## src/crt_pkg.sv

```systemverilog
`timescale 1ns / 1ps

package crt_pkg;

  // Command codes of an input item
  typedef enum logic [1:0] {
    CMD_CHUNK_ID   = 2'd0,
    CMD_CHUNK_ANON = 2'd1,
    CMD_TICK       = 2'd2,
    CMD_UNUSED     = 2'd3
  } cmd_t;

  // Transfer status codes
  typedef enum logic [1:0] {
    ST_NONE     = 2'd0,
    ST_DECODING = 2'd1,
    ST_READY    = 2'd2,
    ST_EXPIRED  = 2'd3
  } status_t;

  // Image format codes
  localparam logic [1:0] KIND_JPEG   = 2'd0;
  localparam logic [1:0] KIND_RGB565 = 2'd1;

  // Configuration register indexes
  localparam int unsigned CFG_IDX_W = 4;
  localparam int unsigned CFG_DATA_W = 24;
  localparam logic [CFG_IDX_W-1:0] REG_TOTAL_BYTES    = 4'd0;
  localparam logic [CFG_IDX_W-1:0] REG_EXPECTED_COUNT = 4'd1;
  localparam logic [CFG_IDX_W-1:0] REG_TIMEOUT_TICKS  = 4'd2;
  localparam logic [CFG_IDX_W-1:0] REG_IMAGE_KIND     = 4'd3;

  localparam logic [15:0] TIMEOUT_RESET = 16'd100;
  localparam logic [15:0] COUNT_MAX     = 16'hFFFF;

  typedef struct packed {
    logic [1:0]  cmd;
    logic [15:0] chunk_bytes;
    logic [7:0]  chunk_index;
  } in_item_t;

  typedef struct packed {
    logic [1:0]  status;
    logic        overflow;
    logic        complete;
    logic        start_decode;
    logic        load_bitmap;
    logic [23:0] bytes_so_far;
    logic [15:0] chunks_so_far;
    logic        timed_out;
  } out_item_t;

  typedef struct packed {
    logic [23:0] total_bytes;
    logic [7:0]  expected_count;
    logic [15:0] timeout_ticks;
    logic [1:0]  image_kind;
  } cfg_t;

endpackage

```

## src/crt_cfg_regs.sv

```systemverilog
`timescale 1ns / 1ps

module crt_cfg_regs (
  input  logic                             clk,
  input  logic                             rst,
  input  logic                             wr_en,
  input  logic [crt_pkg::CFG_IDX_W-1:0]   wr_index,
  input  logic [crt_pkg::CFG_DATA_W-1:0]  wr_data,
  output crt_pkg::cfg_t                    cfg
);

  // Write the addressed register; ignore indexes beyond the list
  always_ff @(posedge clk) begin
    if (rst) begin
      cfg.total_bytes    <= '0;
      cfg.expected_count <= '0;
      cfg.timeout_ticks  <= crt_pkg::TIMEOUT_RESET;
      cfg.image_kind     <= crt_pkg::KIND_JPEG;
    end else if (wr_en) begin
      unique case (wr_index)
        crt_pkg::REG_TOTAL_BYTES:    cfg.total_bytes    <= wr_data;
        crt_pkg::REG_EXPECTED_COUNT: cfg.expected_count <= wr_data[7:0];
        crt_pkg::REG_TIMEOUT_TICKS:  cfg.timeout_ticks  <= wr_data[15:0];
        crt_pkg::REG_IMAGE_KIND:     cfg.image_kind     <= wr_data[1:0];
        default: ;
      endcase
    end
  end

endmodule

```

## src/crt_core.sv

```systemverilog
`timescale 1ns / 1ps

module crt_core #(
  parameter int unsigned MAX_CHUNKS = 256
) (
  input  logic                clk,
  input  logic                rst,
  input  logic                step,
  input  crt_pkg::in_item_t   item,
  input  crt_pkg::cfg_t       cfg,
  output crt_pkg::out_item_t  result
);

  localparam int unsigned IDX_W = (MAX_CHUNKS > 1) ? $clog2(MAX_CHUNKS) : 1;

  logic [MAX_CHUNKS-1:0] seen_map, seen_map_next;
  logic [8:0]            distinct_seen, distinct_seen_next;
  logic [23:0]           byte_count, byte_count_next;
  logic [15:0]           accepted_count, accepted_count_next;
  logic [15:0]           elapsed_ms, elapsed_ms_next;
  logic                  timer_running, timer_running_next;
  crt_pkg::status_t      status_reg, status_reg_next;

  logic                  in_range;
  logic [IDX_W-1:0]      idx;
  logic [24:0]           byte_sum;
  logic                  all_marked_now;
  logic                  all_marked_new;
  logic [15:0]           elapsed_inc;

  assign idx      = item.chunk_index[IDX_W-1:0];
  assign in_range = ({1'b0, item.chunk_index} < {1'b0, cfg.expected_count}) &&
                    (32'(item.chunk_index) < MAX_CHUNKS);
  assign byte_sum = {1'b0, byte_count} + 25'(item.chunk_bytes);
  assign all_marked_now = distinct_seen >= {1'b0, cfg.expected_count};
  assign elapsed_inc = (elapsed_ms < crt_pkg::COUNT_MAX) ? elapsed_ms + 16'd1 : elapsed_ms;

  // Work out the next state and the result of the current item
  always_comb begin
    seen_map_next       = seen_map;
    distinct_seen_next  = distinct_seen;
    byte_count_next     = byte_count;
    accepted_count_next = accepted_count;
    elapsed_ms_next     = elapsed_ms;
    timer_running_next  = timer_running;
    status_reg_next     = status_reg;
    all_marked_new      = all_marked_now;
    result              = '0;

    unique case (crt_pkg::cmd_t'(item.cmd))
      crt_pkg::CMD_CHUNK_ID, crt_pkg::CMD_CHUNK_ANON: begin
        // Mark the id first, even when the chunk is refused later
        if (item.cmd == crt_pkg::CMD_CHUNK_ID && in_range) begin
          if (!seen_map[idx]) begin
            seen_map_next[idx] = 1'b1;
            distinct_seen_next = distinct_seen + 9'd1;
          end
          if (!timer_running) begin
            timer_running_next = 1'b1;
            elapsed_ms_next    = '0;
          end
        end
        all_marked_new = distinct_seen_next >= {1'b0, cfg.expected_count};

        if (byte_sum > {1'b0, cfg.total_bytes}) begin
          // Refuse a chunk that would exceed the image size
          result.overflow = 1'b1;
          status_reg_next = crt_pkg::ST_EXPIRED;
        end else begin
          byte_count_next = byte_sum[23:0];
          if (accepted_count < crt_pkg::COUNT_MAX) begin
            accepted_count_next = accepted_count + 16'd1;
          end
          if (byte_sum[23:0] == cfg.total_bytes ||
              (item.cmd == crt_pkg::CMD_CHUNK_ID && all_marked_new)) begin
            result.complete = 1'b1;
            priority if (cfg.image_kind == crt_pkg::KIND_JPEG) begin
              result.start_decode = 1'b1;
              status_reg_next     = crt_pkg::ST_DECODING;
            end else if (cfg.image_kind == crt_pkg::KIND_RGB565) begin
              result.load_bitmap = 1'b1;
              status_reg_next    = crt_pkg::ST_READY;
            end else begin
              status_reg_next = crt_pkg::ST_EXPIRED;
            end
          end
        end
      end
      crt_pkg::CMD_TICK: begin
        // Advance the timer and expire an incomplete transfer
        if (timer_running) begin
          elapsed_ms_next = elapsed_inc;
          if (!all_marked_now && elapsed_inc >= cfg.timeout_ticks) begin
            result.timed_out = 1'b1;
            status_reg_next  = crt_pkg::ST_EXPIRED;
          end
        end
      end
      default: ;
    endcase

    result.status        = status_reg_next;
    result.bytes_so_far  = byte_count_next;
    result.chunks_so_far = accepted_count_next;
  end

  // Commit the state on each processed item
  always_ff @(posedge clk) begin
    if (rst) begin
      seen_map       <= '0;
      distinct_seen  <= '0;
      byte_count     <= '0;
      accepted_count <= '0;
      elapsed_ms     <= '0;
      timer_running  <= 1'b0;
      status_reg     <= crt_pkg::ST_NONE;
    end else if (step) begin
      seen_map       <= seen_map_next;
      distinct_seen  <= distinct_seen_next;
      byte_count     <= byte_count_next;
      accepted_count <= accepted_count_next;
      elapsed_ms     <= elapsed_ms_next;
      timer_running  <= timer_running_next;
      status_reg     <= status_reg_next;
    end
  end

endmodule

```

## src/chunk_reassembly_tracker_unit.sv

```systemverilog
`timescale 1ns / 1ps

// Chunk reassembly tracker. Each transfer on the input channel is a chunk
// arrival (with or without an id) or a one millisecond tick, and yields
// exactly one result transfer carrying the transfer status, per-item flags
// and the running byte and chunk counts. An item passes an input register
// and then the update logic into an output register, so the block
// sustains one item per cycle while the output is not stalled; a stalled
// output holds the pipeline. The received map is a MAX_CHUNKS-bit flip-flop
// vector cleared by reset, so no clearing pass is needed. Configuration
// writes are taken in any cycle and must only be issued while the block is
// idle.
module chunk_reassembly_tracker_unit #(
  parameter int unsigned MAX_CHUNKS = 256
) (
  input  logic                             clk,
  input  logic                             rst,
  input  logic                             in_valid,
  output logic                             in_ready,
  input  crt_pkg::in_item_t                in_data,
  output logic                             out_valid,
  input  logic                             out_ready,
  output crt_pkg::out_item_t               out_data,
  input  logic                             cfg_valid,
  output logic                             cfg_ready,
  input  logic [crt_pkg::CFG_IDX_W-1:0]   cfg_index,
  input  logic [crt_pkg::CFG_DATA_W-1:0]  cfg_data
);

  crt_pkg::cfg_t      cfg;
  crt_pkg::in_item_t  stage_item;
  logic               stage_valid;
  logic               stage_advance;
  crt_pkg::out_item_t core_result;

  assign cfg_ready = 1'b1;

  crt_cfg_regs u_cfg (
    .clk      (clk),
    .rst      (rst),
    .wr_en    (cfg_valid && cfg_ready),
    .wr_index (cfg_index),
    .wr_data  (cfg_data),
    .cfg      (cfg)
  );

  // Advance the staged item when the output register is free or draining
  assign stage_advance = stage_valid && (!out_valid || out_ready);
  assign in_ready      = !stage_valid || stage_advance;

  // Hold the accepted item in the input register
  always_ff @(posedge clk) begin
    if (rst) begin
      stage_valid <= 1'b0;
    end else if (in_ready) begin
      stage_valid <= in_valid;
    end
  end

  always_ff @(posedge clk) begin
    if (in_valid && in_ready) begin
      stage_item <= in_data;
    end
  end

  crt_core #(
    .MAX_CHUNKS (MAX_CHUNKS)
  ) u_core (
    .clk    (clk),
    .rst    (rst),
    .step   (stage_advance),
    .item   (stage_item),
    .cfg    (cfg),
    .result (core_result)
  );

  // Load the result register; drop valid once the result transfer completes
  always_ff @(posedge clk) begin
    if (rst) begin
      out_valid <= 1'b0;
    end else if (stage_advance) begin
      out_valid <= 1'b1;
    end else if (out_ready) begin
      out_valid <= 1'b0;
    end
  end

  always_ff @(posedge clk) begin
    if (stage_advance) begin
      out_data <= core_result;
    end
  end

  // A refused chunk always leaves the transfer expired and never completes it
  a_overflow_expires: assert property (@(posedge clk) disable iff (rst)
    out_valid && out_data.overflow |->
      out_data.status == crt_pkg::ST_EXPIRED && !out_data.complete)
    else $error("overflow result without expired status");

  // A decode request comes only with completion and decoding status
  a_decode_status: assert property (@(posedge clk) disable iff (rst)
    out_valid && out_data.start_decode |->
      out_data.complete && out_data.status == crt_pkg::ST_DECODING)
    else $error("start_decode without completion");

  // Input stalls only while an item waits behind a stalled output
  a_ready_stall: assert property (@(posedge clk) disable iff (rst)
    !in_ready |-> stage_valid && out_valid && !out_ready)
    else $error("input stalled without back pressure");

endmodule

```

## config.mk

```make
export PLATFORM = sky130hd
export DESIGN_NAME = chunk_reassembly_tracker_unit
export DESIGN_NICKNAME = d
export VERILOG_FILES = /design/src/crt_pkg.sv /design/src/crt_cfg_regs.sv /design/src/crt_core.sv /design/src/chunk_reassembly_tracker_unit.sv
export SDC_FILE = /design/constraint.sdc
export NUM_CORES = 1
export LEC_CHECK = 0
export ABC_AREA = 1
export CAP_MARGIN = 20
export CELL_PAD_IN_SITES_DETAIL_PLACEMENT = 0
export CELL_PAD_IN_SITES_GLOBAL_PLACEMENT = 1
export CORE_ASPECT_RATIO = 0.6
export CORE_MARGIN = 2
export CORE_UTILIZATION = 34
export CTS_BUF_LIST = sky130_fd_sc_hd__clkbuf_2
export CTS_CLUSTER_DIAMETER = 120
export DETAILED_ROUTE_END_ITERATION = 16
export DONT_BUFFER_PORTS = 1
export PLACE_DENSITY_LB_ADDON = 0.05
export SYNTH_ARGS = -nofsm -noshare
export SYNTH_HDL_FRONTEND = slang
export SYNTH_SLANG_ARGS = --single-unit
```

## constraint.sdc

```tcl
create_clock -name clk -period 3.9 [get_ports clk]
set_clock_uncertainty 0.1 [all_clocks]
set_input_delay 0.585 -clock clk [delete_from_list [all_inputs] [get_ports clk]]
set_output_delay 0.585 -clock clk [all_outputs]
set_load 0.01 [all_outputs]
```

# After elaboration in Yosys (flattened, before gate mapping)
# Index checks and enable logic that the tools add are counted.
# op_classes
n_addsub	4
mul	0
div_mod_pow	0
order_cmp	9
eq_ne	10
n_shift	0
n_mux	32
bitwise_logic	4
n_reduce_logical	30
# ops
operator	count
256-bit bitwise OR	1
16-bit two-way mux	7
24-bit two-way mux	2
16-bit by 1-bit adder with 16-bit output, second input constant	2
16-bit < comparator, second input constant	2
16-bit one-hot mux with 2 select lines	1
9-bit two-way mux	3
24-bit by 16-bit adder with 25-bit output	1
25-bit by 24-bit greater-than comparator with 1-bit output	1
24-bit equality test	1
9-bit by 8-bit >= comparator with 1-bit output	2
16-bit >= comparator	1
2-bit AND reduction	6
1-bit two-way mux	10
2-bit two-way mux	5
9-bit by 1-bit adder with 9-bit output, second input constant	1
8-bit by 9-bit < comparator with 1-bit output, second input constant	1
1-bit binary-select mux with 8-bit select	1
1-bit demux with 8-bit select	1
4-bit by 2-bit equality test with 1-bit output, second input constant	2
8-bit by 1-bit >= comparator with 1-bit output, second input constant	1
8-bit < comparator	1
1-bit logical AND	6
5-bit AND reduction	1
other kinds (18)	29
# word_totals
reg_bits	449
latch_bits	0
ramBits	0
mem_bits_ro	0
inputBits	59
out_inout_bits	50
word_cells	113
mem_count	0

# Longest topological paths before layout
# logic_depth
ltp_word	11
depth_mapped	39
ltp_nobuf	36

# Modules after synthesis
# A second synthesis with hierarchy kept.
# unflattened
cells_unflattened	3396
hier_area_um2	23546.3
# modules_own_cells
mod	n_inst	cells_each	area_each_um2	seq_area_each_um2
crt_core	1	2922	18750.5	6486.2
crt_cfg_regs	1	387	2501.1	1001.0
chunk_reassembly_tracker_unit	1	87	2294.7	2232.1

# Worst setup path before layout
# OpenSTA, ideal clock, no wires.
# synth_timing
kind	register to register
startpoint	register stage_item[10] (netlist bit)
endpoint	register u_core.accepted_count[5]
setup_ns	0.115
arrival_ns	3.687
required_ns	3.685
slack_ns	-0.003
stages_incl_launch_ff	27
n_path_buf	1
period_less_slack_ns	3.903
cell_sequence	edfxtp_1 ha_1 nand3_1 nand2_1 a21o_1 a21oi_1 o21ai_0 a21oi_1 o21ai_0 nand2_1 xor2_1 ha_1 nand2_1 nor2_1 a211oi_1 nor2_1 nor2_1 nand3_1 nand2_1 nand2_2 nor2_1 buf_4 nand2_1 nand2_1 nand2_1 o21ai_0 inv_1
# synth_rtl
item	line_no	rtl
start, declared	chunk_reassembly_tracker_unit.sv:31	crt_pkg::in_item_t stage_item;
start signal, assigned	chunk_reassembly_tracker_unit.sv:62	stage_item <= in_data;
end signal, assigned	crt_core.sv:121	accepted_count <= accepted_count_next;
end, declared	crt_core.sv:19	logic [15:0] accepted_count, accepted_count_next;

==> flow_summary.json <==
{
  "status": "finished, violations left",
  "violations": "negative hold slack, negative setup slack",
  "syn_to_final_growth_pct": 36.20,
  "crit_slowest_cell": "edfxtp_1",
  "core_sq_mm": 0.06477,
  "ys_warn_count": 0,
  "overflow": 0,
  "yosys.area_share.simple": 0.2331,
  "dp.cells": 4044,
  "crit_path_max_fanout": 44,
  "fin_crit_ps": 4463,
  "setup.worst_path.end_class": "register",
  "power_density_mw_per_mm2": 338.5,
  "cp_num_buf_inv": 3,
  "grt_pass1_vias": 21868,
  "yosysUniqueCellTypes": 40,
  "irDropWorstVdd_mv": 0.1989,
  "clk_pin_slew_ps": 100,
  "gp_congestion": 0.8652,
  "clockBufferDepth": 3,
  "top_register": "u_core.seen_map",
  "crit_path_start_kind": "register",
  "synth_edf_count": 73,
  "power_mw": 10.33,
  "crit_top_cell": "nand2_1",
  "hold_violations": 136,
  "slew_headroom": 0.06829,
  "synth.area.mux_share": 0.0005027,
  "largest_reg_flops": 256,
  "synthXorXnorAreaFrac": 0.01642,
  "drc": 0,
  "worstPathArrival_ps": 5290,
  "critPathTopFamily": "simple AND/OR/NAND/NOR gates",
  "vias": 22542,
  "fin_ws_ps": -563.1,
  "start_util": 0.3458,
  "cts_tree": "built",
  "ys_ff_latch": 449,
  "yosysSeqAreaShare": 0.4339,
  "cts_buffers": 114,
  "floorplan.rows": 72,
  "clkLatencyLatePin_ps": 1220,
  "antenna_found_initial": 4,
  "viasPerCell": 4.942,
  "hp-class": "input pin to register",
  "die_h_microns": 202.8,
  "cp.required_ps": 4730,
  "synth_compound_area_frac": 0.1504,
  "drive_gt1_frac": 0.2092,
  "avgSynthCellArea_sq_um": 7.180,
  "max_stage_delay_ps": 460,
  "synth_area_sq_mm": 0.02240,
  "synth-adder-area-share": 0.04670,
  "crit_type": "register to register",
  "cap_violations": 0,
  "num_io_pins": 109,
  "drtIter0Drc": 1630,
  "fin_nets": 3768,
  "postCtsHoldBufs": 305,
  "synthArstFlopShare": 0,
  "synth_flop_cell": "dfxtp_1",
  "die_w_microns": 335.4,
  "grt_max_degree": 320,
  "root_buffer": "clkbuf_2",
  "fmax_ghz": 0.2241,
  "post_drt_wl_per_cell_microns": 18.31,
  "hpwl_microns": 49650,
  "io_buffer_count": 0,
  "synth_cells": 3120,
  "antenna_left": 0,
  "die-area_sq_mm": 0.06802,
  "dr.pass1.iters": 5,
  "rsz0062_at_grt": "true",
  "final_common_cell": "nand2_1",
  "min_period_over_period": 1.144,
  "h-tree-depth": 3,
  "p_leak_nw": 12.83,
  "most-common-layout-cells": "nand2_1, inv_1, dfxtp_1",
  "worst_pin_slew_ps": 1398,
  "grt_use_total": 0.2393,
  "clock_sinks": 449,
  "reg_top3": "u_core.seen_map: 256 flops, u_cfg.cfg: 50 flops, out_data: 47 flops",
  "finalSetupViolCount": 88,
  "synth_nets": 3262,
  "final_max_slew_viol_count": 0,
  "grt_pass1_wl_microns": 126200,
  "pre_cts_slack_ps": -759.5,
  "hold_ws_ps": -386.3,
  "synth_top_family_by_area": "simple AND/OR/NAND/NOR gates",
  "routed_wl_microns": 83510,
  "stdcell_count": 4561
}
-- synth_stat cells, types with 36 or more instances --
| cell type | instances | area share |
|---|---|---|
| ha_1 | 82 | 0.046 |
| nor2_1 | 184 | 0.031 |
| nand3_1 | 316 | 0.071 |
| xor2_1 | 36 | 0.014 |
| dfxtp_1 | 376 | 0.34 |
| edfxtp_1 | 73 | 0.098 |
| o21ai_0 | 219 | 0.049 |
| inv_1 | 464 | 0.078 |
| clkbuf_1 | 110 | 0.018 |
| nand2_1 | 676 | 0.11 |
| a21oi_1 | 397 | 0.089 |
-- worst register-to-register path, delay by kind of cell, from the launching register on --
kind            cells  cell delay (ps)
compound gates      8             1040
flops               1              460
simple gates       22             1870
fa+ha+maj           1              240
buf+inv             3              490
-- power by group --
part | switching (mW) | internal, mW
combinational | 1.13 | 1.00
clock | 2.08 | 1.19
sequential | 0.0901 | 4.83
total | 3.30 | 7.03
-- what timing repair did --
item | in CTS | in global routing
buffers inserted | 23 | 42
endpoints found under the setup margin | 89 | 164
endpoints found under the hold margin | 412 | 267
pin swaps | 26 | 149
gates resized for setup | 235 | 221
gates cloned | 11 | 10
-- through the flow --
step / area [sq um] / utilization / setup TNS [ps]
CTS: 29890 / 0.4615 / -28130
global route: 30510 / 0.4710 / -60580
detailed placement: 24730 / 0.3818 / -55300
floorplan: 22400 / - / 0
global placement: 24730 / 0.3818 / -56790
finish: 30510 / 0.4710 / -33370
-- per-layer routing --
layer | vias to the layer above | wire length (microns) | GRT usage
li1 | 11157 | - | -
met1 | 10694 | 43270 | 0.3710
met2 | 576 | 32730 | 0.3301
met3 | 115 | 6037 | 0.04976
met4 | 0 | 1472 | 0.06086
met5 | - | 0 | 0
-- final cells by class --
| class | instances | area [sq um] |
|---|---|---|
| clock buffer | 179 | 895.9 |
| timing repair buffer | 567 | 5789 |
| sequential | 449 | 9722 |
| clock inverter | 20 | 77.57 |
| inverter | 467 | 1768 |
| fill | 6444 | 34260 |
| tap | 851 | 1065 |
| multi-input combinational | 2027 | 11190 |
| antenna | 1 | 2.502 |
-- worst paths after layout --
| check | from | to | slack, ps | cells after the start |
|---|---|---|---|---|
| min | rst | u_core.seen_map[46]$_SDFFE_PP0P_ | -390 | 1 |
| min reg2reg | u_core.seen_map[47]$_SDFFE_PP0P_ | u_core.seen_map[47]$_SDFFE_PP0P_ | 350 | 2 |
| max | stage_item[0]$_DFFE_PP_ | out_data[46]$_DFFE_PP_ | -560 | 34 |
| max reg2reg | stage_item[0]$_DFFE_PP_ | out_data[46]$_DFFE_PP_ | -560 | 34 |
-- cells by family after synthesis --
family                   count (synthesis)
AND/OR/NAND/NOR                       1244
AO/OA/AOI/OAI                          656
buffers and inverters                  644
flip-flops                             449
adder cells (fa/ha/maj)                 83
XOR/XNOR                                42
other                                    1
multiplexers                             1
No activity file was read; power rests on OpenSTA's default activity.
